`config.mk`:
```
export PLATFORM = sky130hd
export DESIGN_NAME = shsd_ctrl
export DESIGN_NICKNAME = d
export VERILOG_FILES = /design/src/rtl/shsd_pkg.sv /design/src/rtl/shsd_ctrl.sv
export SDC_FILE = /design/constraint.sdc
export NUM_CORES = 1
export LEC_CHECK = 0
export CAP_MARGIN = 25
export CORE_AREA = 4 4 41 43
export CTS_BUF_LIST = sky130_fd_sc_hd__clkbuf_4 sky130_fd_sc_hd__clkbuf_8 sky130_fd_sc_hd__clkbuf_16
export DETAILED_ROUTE_END_ITERATION = 8
export DIE_AREA = 0 0 45 47
export DONT_BUFFER_PORTS = 1
export GPL_ROUTABILITY_DRIVEN = 1
export MAX_ROUTING_LAYER = met4
export SLEW_MARGIN = 10
export SYNTH_ARGS = -nofsm -noshare
export SYNTH_HDL_FRONTEND = slang
export SYNTH_SLANG_ARGS = --single-unit
```
`constraint.sdc`:
```
create_clock -name clk_i -period 1.25 [get_ports clk_i]
set_clock_uncertainty 0.1 [all_clocks]
set_input_delay 0.25 -clock clk_i [delete_from_list [all_inputs] [get_ports clk_i]]
set_output_delay 0.25 -clock clk_i [all_outputs]
set_load 0.01 [all_outputs]
```
`src/rtl/shsd_pkg.sv`:
```
// Package for the stacked hash-set dictionary: types, codes and sizes.
`timescale 1ns / 1ps
`default_nettype none

package shsd_pkg;

  // Default sizes, handed to the top-level parameters
  localparam int COLUMNS_DEF  = 1024;
  localparam int TABLES_DEF   = 2;
  localparam int KEY_BITS_DEF = 32;

  // Fixed field widths
  localparam int CMD_W = 2;
  localparam int KEY_W = 32;
  localparam int CFG_W = 11;
  localparam logic [CFG_W-1:0] CFG_MAX = {CFG_W{1'b1}};

  // Command codes; the two unnamed codes act as a lookup
  localparam logic [CMD_W-1:0] CMD_INSERT = 2'd1;
  localparam logic [CMD_W-1:0] CMD_CLEAR  = 2'd2;

  // Home-column remainder: key bits retired per divider cycle
  localparam int DIV_BITS  = 4;
  localparam int DIV_STEPS = KEY_W / DIV_BITS;
  localparam int DIV_CNT_W = $clog2(DIV_STEPS);

  // Input word
  typedef struct packed {
    logic [CMD_W-1:0] cmd;
    logic [KEY_W-1:0] key;
  } in_word_t;

  // Result word
  typedef struct packed {
    logic             found;
    logic             status;
    logic [CFG_W-1:0] stored_count;
  } out_word_t;

  // Controller states
  typedef enum logic [2:0] {
    ST_INIT,
    ST_IDLE,
    ST_CLEAR,
    ST_ZKEY,
    ST_DIV,
    ST_LOAD,
    ST_CHECK,
    ST_DONE
  } state_e;

  // Controller to datapath commands
  typedef struct packed {
    logic take;      // latch the incoming word
    logic sweep;     // write one zero row, advance sweep column
    logic zkey;      // resolve a zero key against the flag
    logic div_step;  // one divider step
    logic load;      // start the probe at the home column
    logic check;     // examine the row read for the current column
    logic emit;      // load the result register
  } dp_cmd_t;

  // Datapath to controller status
  typedef struct packed {
    logic in_clear;     // incoming word is a clear
    logic in_key_zero;  // incoming key is zero after masking
    logic sweep_last;   // sweep is at the last column
    logic div_last;     // divider is in its last cycle
    logic probe_end;    // probe resolves in this cycle
    logic out_free;     // result register can take a word
  } dp_stat_t;

endpackage

`default_nettype wire

```
`src/rtl/shsd_ctrl.sv`:
```
// Controller state machine for the stacked hash-set dictionary.
`timescale 1ns / 1ps
`default_nettype none

module shsd_ctrl (
  input  wire logic             clk_i,
  input  wire logic             rst_ni,
  input  wire logic             in_valid_i,
  output logic                  in_stall_o,
  input  wire shsd_pkg::dp_stat_t stat_i,
  output shsd_pkg::dp_cmd_t     cmd_o
);

  shsd_pkg::state_e state_q, state_d;

  // State register
  always_ff @(posedge clk_i or negedge rst_ni) begin
    if (!rst_ni) begin
      state_q <= shsd_pkg::ST_INIT;
    end else begin
      state_q <= state_d;
    end
  end

  // Next state
  always_comb begin
    state_d = state_q;
    unique case (state_q)
      shsd_pkg::ST_INIT: begin
        if (stat_i.sweep_last) state_d = shsd_pkg::ST_IDLE;
      end
      shsd_pkg::ST_IDLE: begin
        if (in_valid_i) begin
          if (stat_i.in_clear)         state_d = shsd_pkg::ST_CLEAR;
          else if (stat_i.in_key_zero) state_d = shsd_pkg::ST_ZKEY;
          else                         state_d = shsd_pkg::ST_DIV;
        end
      end
      shsd_pkg::ST_CLEAR: begin
        if (stat_i.sweep_last) state_d = shsd_pkg::ST_DONE;
      end
      shsd_pkg::ST_ZKEY: begin
        state_d = shsd_pkg::ST_DONE;
      end
      shsd_pkg::ST_DIV: begin
        if (stat_i.div_last) state_d = shsd_pkg::ST_LOAD;
      end
      shsd_pkg::ST_LOAD: begin
        state_d = shsd_pkg::ST_CHECK;
      end
      shsd_pkg::ST_CHECK: begin
        if (stat_i.probe_end) state_d = shsd_pkg::ST_DONE;
      end
      shsd_pkg::ST_DONE: begin
        if (stat_i.out_free) state_d = shsd_pkg::ST_IDLE;
      end
      default: state_d = shsd_pkg::ST_INIT;
    endcase
  end

  // Outputs
  always_comb begin
    cmd_o      = '0;
    in_stall_o = 1'b1;
    unique case (state_q)
      shsd_pkg::ST_INIT:  cmd_o.sweep = 1'b1;
      shsd_pkg::ST_IDLE: begin
        in_stall_o = 1'b0;
        cmd_o.take = in_valid_i;
      end
      shsd_pkg::ST_CLEAR: cmd_o.sweep    = 1'b1;
      shsd_pkg::ST_ZKEY:  cmd_o.zkey     = 1'b1;
      shsd_pkg::ST_DIV:   cmd_o.div_step = 1'b1;
      shsd_pkg::ST_LOAD:  cmd_o.load     = 1'b1;
      shsd_pkg::ST_CHECK: cmd_o.check    = 1'b1;
      shsd_pkg::ST_DONE:  cmd_o.emit     = stat_i.out_free;
      default: cmd_o = '0;
    endcase
  end

endmodule

`default_nettype wire

```
==> reports/results.ini, run 1 <==
[worst_hold_path]
holdPathEnd=state_q[0]$_DFFE_PN0P_
hp-class=in2reg
whs_path_depth=2
min-delay-start=in_valid_i

[routing]
ant_nets=0
first_pass_iters=4
drc=0
viasPerCell=4.38
wl_um=692
vias=254
drt-initial-drc-count=3
drt-wirelength-per-cell_um=11.9

[grt]
antenna_found_initial=0
track_usage=0.0792
grt_overflow=0
grt_max_degree=9
grt_first_pass_wirelength_mm=1.08
grt_pass1_vias=291

[worst_setup_path]
path_cells=and2b_1, nand2b_1, buf_4
endpoint_kind=primary output
r2r_end=state_q[0]$_DFFE_PN0P_
worstPathArrival_ns=1.09
path_delay_family=flip-flops
crit_fanout=3
max_stage_delay_ns=0.39
slowest_stage=dfrtp_1
critical_path_buf_inv_count=1
critPathKind=reg2out
r2r_cells=4
reg2reg_slack_ns=0.02
cp.required_ns=0.90
worstSetupStartpointType=flop
r2r-start=state_q[0]$_DFFE_PN0P_

[placed_design]
dpl-instance-area_sq_um=265
portBuffers=0
finalWeightedCongestion=0.716
dp_slack_ns=0.0231

[power]
leakagePower_nw=0.159
power_mw=0.907
vdd_drop_max_mv=0.831
powerDensity_nw_per_um2=2420

[layout]
fillerInstances=156
fin_area_sq_um=375
largest_register=state_q
largest_register_ffs=3
area_growth_pct=56.3
diodes=0
design.final.nets=53
reg_top3=state_q: 3 flops
drive_gt1_frac=0.488

[sta]
hold_violations=0
finalCriticalPeriod_ns=1.44
tightest_slew_ns=0.243
slew_headroom=0.838
timing.hold.ws_ns=0.119
period_share=1.15
setup_viol=8
clock.fmax_mhz=694
setup_ws_ns=-0.192
final_max_slew_viol_count=0
rsz0062_at_grt=yes
fin_setup_tns_ns=-0.973

[floorplanning]
dieArea_sq_um=2120
core_sq_um=1300
die_h_um=47
std_cell_rows=13
die_x_um=45
initial_core_util=0.185
io_pins=17

[yosys]
yosys_warnings=0
synth_top_area_cell=dfrtp_1
seq_area_frac_synth=0.313
netlist_area_sq_um=240
avgSynthCellArea_sq_um=7.75
synth_top_area_frac=0.313
syn-num-nets=40
syn_inst=31
synth.distinct_cells=17
synth_seq_cells=3
synth.area.top_cells=dfrtp_1 31%, nor2_1 11%, a211oi_2 10%

[cts]
htreeDepth=1
cts_buffer_depth=2
cts_tree=yes
cts_made_buffers=3
worstSkewPairLatency_ns=0.24
path_clk_slew_ns=0.04
root_buffer=clkbuf_4
cts.sinks=3

[flow_run]
drv_cap=0

[outcome]
violations=setup timing
status=finished with violations

power by group:
part / switching, mW / total (mW) / internal, mW / leakage (nW)
Clock: 0.0625 / 0.205 / 0.142 / 0.0184
Sequential: 0.0595 / 0.205 / 0.145 / 0.0299
Combinational: 0.254 / 0.498 / 0.243 / 0.110
Total: 0.376 / 0.907 / 0.531 / 0.159
synthesized netlist by cell type:
cell type and instances:
a211oi_2 2, a21o_1 1, a21oi_1 2, a31oi_1 1, and2_1 1, and2b_1 1
buf_6 1, dfrtp_1 3, inv_1 2, nand2_1 2, nand2b_1 2, nand2b_2 1
nor2_1 7, nor2b_1 1, nor3_1 1, o21a_1 1, o21ai_0 2
how the worst max path moves through the flow:
stage / start / endpoint / slack, ns / cells past startpoint
detailed placement: state_q[0]$_DFFE_PN0P_ / in_stall_o / 0.02 / 3
finish: state_q[1]$_DFFE_PN0P_ / in_stall_o / -0.19 / 3
global route: state_q[0]$_DFFE_PN0P_ / in_stall_o / -0.24 / 3
global placement: state_q[0]$_DFFE_PN0P_ / in_stall_o / 0.02 / 3
floorplan: state_q[1]$_DFFE_PN0P_ / cmd_o[6] / -0.02 / 3
CTS: state_q[1]$_DFFE_PN0P_ / in_stall_o / -0.20 / 3
logic make-up (layout without fill, tap and decap cells):
kind of cell | after synthesis | in the layout | share of synthesized area
buffers and inverters | 3 | 15 | 0.0781
AOI/OAI and AO/OA | 9 | 9 | 0.276
and+or+nand+nor | 16 | 16 | 0.333
DFF | 3 | 3 | 0.312
repair_timing:
action / 4_1_cts / 5_1_grt
gates resized for setup: 8 / 0
setup buffers: 5 / 1
hold buffers: 1 / 0
pin swaps: 0 / 0
hold endpoints to repair: 3 / 0
setup endpoints to repair: 8 / 8
stage by stage:
| step | util | cells |
|---|---|---|
| floorplan | - | 31 |
| global placement | 0.204 | 47 |
| detailed placement | 0.204 | 47 |
| CTS | 0.283 | 57 |
| global route | 0.288 | 58 |
| finish | 0.288 | 58 |
routing by layer:
metal	global-route usage	part of all wire	vias to the layer above
met3	0.0268	0.13	2
met1	0.0708	0.39	110
met2	0.116	0.45	15
met5	-	0	-
li1	-	-	127
met4	0.105	0.020	0
layout by cell type (no fill, tap or decap), types with 2 or more instances in the layout:
cell type,netlist,routed
clkbuf_4,0,4
nor2_4,0,3
buf_4,0,8
a21oi_1,2,2
inv_1,2,2
nand2b_1,2,2
dfrtp_2,0,2
a211oi_2,2,2
o21ai_0,2,2
nand2_1,2,2
nor2_1,7,3
cell type report:
cell class / count / area [sq um] / share of cell area
multi-input cells: 25 / 171 / 0.457
clock buffers: 4 / 30.0 / 0.0800
inverters: 2 / 7.51 / 0.0200
flip-flops and latches: 3 / 77.6 / 0.207
repair buffers: 9 / 70.1 / 0.187
well taps: 15 / 18.8 / 0.0500
No activity file was read; power rests on OpenSTA's default activity.
==> inputs of run 2 (changes only) <==
--- a/config.mk
+++ b/config.mk
@@ -13,6 +13,7 @@
 export DONT_BUFFER_PORTS = 1
 export GPL_ROUTABILITY_DRIVEN = 1
 export MAX_ROUTING_LAYER = met4
+export SKIP_CTS_REPAIR_TIMING = 1
 export SLEW_MARGIN = 10
 export SYNTH_ARGS = -nofsm -noshare
 export SYNTH_HDL_FRONTEND = slang
==> reports/results.ini, run 2 (synthesis results as in run 1) <==
[layout]
largest_register=state_q
diodes=0  ; unchanged
fin_area_sq_um=343  ; -8.7%
final_core_util=0.263  ; -0.0250
largest_register_ffs=3  ; unchanged
fillerInstances=151  ; -3.2%
area_growth_pct=42.7
drive_gt1_frac=0.474  ; -0.0147
fin_cells=53  ; -8.6%
layout_commonest_cell=clkbuf_4
final_cell_mix=4 x clkbuf_4, 3 x nor2_4, 3 x buf_4
reg_top3=state_q: 3 flops
design.final.nets=48  ; -9.4%

[placed_design]
finalWeightedCongestion=0.716  ; unchanged
dpl-instance-area_sq_um=265  ; unchanged
portBuffers=0  ; unchanged
dp_slack_ns=0.0231  ; unchanged
dp.cells=47  ; unchanged

[sta]
period_share=1.17  ; +0.0177
timing.hold.ws_ns=0.118  ; -0.000901 ns
rsz0062_at_grt=yes
hold_violations=0  ; unchanged
tightest_slew_ns=0.243  ; +0.000111 ns
fin_setup_tns_ns=-1.12  ; -0.148 ns
setup_ws_ns=-0.214  ; -0.0221 ns
final_max_slew_viol_count=0  ; unchanged
setup_viol=8  ; unchanged
finalCriticalPeriod_ns=1.46  ; +0.0221 ns
clock.fmax_mhz=683  ; -1.5%
slew_headroom=0.838  ; about the same

[power]
clkPwrFrac=0.244  ; +0.018
sw_frac_of_total=0.441  ; +0.0261
vdd_drop_max_mv=0.821  ; -1.2%
leakagePower_nw=0.135  ; -15%
powerDensity_nw_per_um2=2380  ; -1.4%
p_int_mw=0.456  ; -14%
p_sw_mw=0.360  ; -4.3%
combPwrFrac=0.487  ; -0.062
pwr-share-seq=0.269  ; +0.043
power_mw=0.816  ; -10%

[worst_setup_path]
crit_fanout=3  ; unchanged
worstPathArrival_ns=1.11  ; +0.02 ns
critPathKind=reg2out
endpoint_kind=primary output
path_cells=and2b_1, nand2b_1, buf_4
slowest_stage=dfrtp_1
max_stage_delay_ns=0.40  ; about the same
reg2reg_slack_ns=0.07  ; +0.05 ns
cp.required_ns=0.90  ; about the same
worstSetupStartpointType=flop

[floorplanning]
die_x_um=45  ; unchanged
initial_core_util=0.185  ; unchanged
io_pins=17  ; unchanged
std_cell_rows=13  ; unchanged
die_h_um=47  ; unchanged
dieArea_sq_um=2120  ; unchanged
core_sq_um=1300  ; unchanged

[cts]
cts_buffer_depth=2  ; unchanged
cts_tree=yes
root_buffer=clkbuf_4
worstSkewPairLatency_ns=0.24  ; about the same
cts.sinks=3  ; unchanged
htreeDepth=1  ; unchanged
path_clk_slew_ns=0.04  ; about the same
cts_made_buffers=3  ; unchanged

[routing]
vias=230  ; -9.4%
viasPerCell=4.34  ; -0.91%
drt-wirelength-per-cell_um=11.7  ; -2.0%
ant_nets=0  ; unchanged
first_pass_iters=4  ; unchanged
drc=0  ; unchanged
drt-initial-drc-count=6  ; +3
wl_um=620  ; -10%

[grt]
track_usage=0.0662  ; -0.0131
grt_max_degree=11  ; +2
grt_first_pass_wirelength_um=869  ; -20%
grt_overflow=0  ; unchanged
antenna_found_initial=0  ; unchanged
grt_pass1_vias=222  ; -24%

[flow_run]
drv_cap=0  ; unchanged

[outcome]
status=finished with violations
violations=setup timing

[worst_hold_path]
hp-class=in2reg

[run 2: cell count changes in the layout (fill, tap and decap cells not counted), sizes merged]
cell	before	now
buf	8	3
[run 2: layout make-up]
| type | instances | area (sq um) | area share |
|---|---|---|---|
| repair buffers | 4 | 32.5 | 0.0949 |
| well taps | 15 | 18.8 | 0.0547 |
| clock buffers | 4 | 30.0 | 0.0876 |
| inverters | 2 | 7.51 | 0.0219 |
| multi-input cells | 25 | 176 | 0.515 |
| flip-flops and latches | 3 | 77.6 | 0.226 |
[run 2: power groups by stage]
stage	Clock [mW]	Sequential, mW	Combinational (mW)
floorplan	0	0.182	0.281
global placement	0	0.212	0.305
detailed placement	0	0.209	0.307
CTS	0.207	0.209	0.308
global route	0.213	0.230	0.439
finish	0.199	0.220	0.398
[run 2: metal layers]
| layer | track usage | wire (um) |
|---|---|---|
| met4 | 0.105 | 14 |
| met3 | 0.0268 | 81 |
| met1 | 0.0662 | 269 |
| met5 | - | 0 |
| met2 | 0.0763 | 255 |
[run 2: final timing paths]
kind	from	cells after the start	to
setup / recovery	state_q[1]$_DFFE_PN0P_	3	in_stall_o
hold / removal	in_valid_i	2	state_q[0]$_DFFE_PN0P_
setup reg to reg	state_q[0]$_DFFE_PN0P_	3	state_q[0]$_DFFE_PN0P_
hold reg to reg	state_q[0]$_DFFE_PN0P_	2	state_q[1]$_DFFE_PN0P_
max in group asynchronous	rst_ni	1	state_q[0]$_DFFE_PN0P_
min in group asynchronous	rst_ni	1	state_q[1]$_DFFE_PN0P_
[run 2: worst max-delay path, delay by kind of cell, from the launching register on]
family / cells / cell delay (ns)
buffers and inverters: 1 / 0.15
and+or+nand+nor: 2 / 0.33
DFF: 1 / 0.40
==> inputs of run 3 (changes only) <==
--- a/config.mk
+++ b/config.mk
@@ -6,13 +6,14 @@
 export NUM_CORES = 1
 export LEC_CHECK = 0
 export CAP_MARGIN = 25
-export CORE_AREA = 4 4 41 43
+export CORE_AREA = 2 2 39 41
 export CTS_BUF_LIST = sky130_fd_sc_hd__clkbuf_4 sky130_fd_sc_hd__clkbuf_8 sky130_fd_sc_hd__clkbuf_16
 export DETAILED_ROUTE_END_ITERATION = 8
-export DIE_AREA = 0 0 45 47
+export DIE_AREA = 0 0 41 43
 export DONT_BUFFER_PORTS = 1
 export GPL_ROUTABILITY_DRIVEN = 1
 export MAX_ROUTING_LAYER = met4
+export PLACE_DENSITY = 0.41
 export SKIP_CTS_REPAIR_TIMING = 1
 export SLEW_MARGIN = 10
 export SYNTH_ARGS = -nofsm -noshare
==> reports/results.ini, run 3 (synthesis results as in run 1) <==
[worst_setup_path]
critPathKind=reg2out
cp.required_ns=0.90  ; about the same
endpoint_kind=primary output
reg2reg_slack_ns=0.07  ; about the same
r2r_cells=4  ; +1
worstSetupStartpointType=flop
crit_fanout=6  ; +3
worstPathArrival_ns=1.08  ; -0.03 ns

[sta]
slew_headroom=0.852  ; +0.0141
clock.fmax_mhz=698  ; +2.2%
timing.hold.ws_ns=0.121  ; +0.00359 ns
final_max_slew_viol_count=0  ; unchanged
setup_viol=8  ; unchanged
setup_ws_ns=-0.182  ; +0.0320 ns
hold_violations=0  ; unchanged
finalCriticalPeriod_ns=1.43  ; -0.0320 ns
tightest_slew_ns=0.221  ; -0.0219 ns
rsz0062_at_grt=yes
period_share=1.15  ; -0.0256

[cts]
worstSkewPairLatency_ns=0.23  ; about the same
cts_tree=yes
path_clk_slew_ns=0.04  ; about the same
cts_buffer_depth=2  ; unchanged
root_buffer=clkbuf_4
htreeDepth=1  ; unchanged
cts.sinks=3  ; unchanged
cts_made_buffers=3  ; unchanged

[floorplanning]
std_cell_rows=14  ; +1
core_sq_um=1380  ; +6.3%
die_h_um=43  ; -8.5%
dieArea_sq_um=1760  ; -17%
die_x_um=41  ; -8.9%
initial_core_util=0.174  ; -0.0110
io_pins=17  ; unchanged

[layout]
largest_register=state_q
multi_input_area_sq_um=176  ; unchanged
final_cell_mix=8 x buf_4, 4 x clkbuf_4, 3 x nor2_1
diodes=0  ; unchanged
fin_area_sq_um=395  ; +15%
largest_register_ffs=3  ; unchanged
layout_commonest_cell=buf_4
design.final.nets=54  ; +13%
drive_gt1_frac=0.568  ; +0.0945
regArea_sq_um=77.6  ; unchanged
reg_top3=state_q: 3 flops
area_growth_pct=64.6
fillerInstances=155  ; +2.6%
fin_cells=60  ; +13%

[power]
leakagePower_nw=0.173  ; +28%
powerDensity_nw_per_um2=2390  ; +0.38%
power_mw=0.945  ; +16%
vdd_drop_max_mv=0.528  ; -36%

[placed_design]
portBuffers=0  ; unchanged
dp_hpwl_um=486
finalWeightedCongestion=0.730  ; +1.9%
dpl-instance-area_sq_um=297  ; +12%
dp.cells=52  ; +11%

[worst_hold_path]
whs_path_depth=2  ; unchanged
hp-class=in2reg

[flow_run]
drv_cap=0  ; unchanged

[grt]
grt_pass1_vias=239  ; +7.7%
track_usage=0.0814  ; +0.0153
grt_max_degree=11  ; unchanged
antenna_found_initial=0  ; unchanged
grt_overflow=0  ; unchanged
grt_first_pass_wirelength_um=890  ; +2.4%

[routing]
vias=257  ; +12%
drc=0  ; unchanged
drt-initial-drc-count=1  ; -5
wl_um=626  ; +0.97%
ant_nets=0  ; unchanged
drt-wirelength-per-cell_um=10.4  ; -11%
first_pass_iters=3  ; -1
viasPerCell=4.28  ; -1.3%

[outcome]
violations=setup timing
status=finished with violations

[run 3: cell types whose count changed in the layout (fill, tap and decap cells not counted), sizes merged]
cell,change
buf,+6
[run 3: area by class of cell]
type	instances	area share
clock buffer	4	0.0759
inverter	2	0.0253
multi-input combinational	25	0.446
sequential	3	0.196
tap	16	0.0506
timing repair buffer	10	0.206
[run 3: power by group]
group / switching [mW] / internal [mW]
Sequential: 0.0668 / 0.145
Combinational: 0.257 / 0.286
Clock: 0.0490 / 0.141
[run 3: through the flow]
| stage | worst slack (ns) | util | setup TNS, ns |
|---|---|---|---|
| finish | -0.182 | 0.286 | -0.896 |
| global route | -0.235 | 0.286 | -1.30 |
| CTS | -0.228 | 0.236 | -1.41 |
| detailed placement | 0.0254 | 0.214 | 0 |
| global placement | 0.0499 | 0.214 | 0 |
| floorplan | -0.0208 | - | -0.0208 |
[run 3: final timing paths]
| path | endpoint | from |
|---|---|---|
| setup / recovery | in_stall_o | state_q[0]$_DFFE_PN0P_ |
| hold / removal | state_q[0]$_DFFE_PN0P_ | in_valid_i |
| setup reg to reg | state_q[0]$_DFFE_PN0P_ | state_q[0]$_DFFE_PN0P_ |
| hold reg to reg | state_q[1]$_DFFE_PN0P_ | state_q[0]$_DFFE_PN0P_ |
| max in group asynchronous | state_q[2]$_DFFE_PN0P_ | rst_ni |
| min in group asynchronous | state_q[0]$_DFFE_PN0P_ | rst_ni |
[run 3: metal layers]
layer | global-route usage | wire length, um | share of wire | up-vias
li1 | - | - | - | 132
met1 | 0.0874 | 265 | 0.42 | 115
met2 | 0.116 | 330 | 0.53 | 10
met3 | 0.0314 | 30 | 0.048 | 0
met4 | 0.0600 | 0 | 0 | 0
met5 | - | 0 | 0 | -
[run 3: critical path, cell delays in order (launching register included)]
cell,delay [ns]
dfrtp_2,0.43
and2b_1,0.19
nand2b_1,0.10
buf_4,0.13
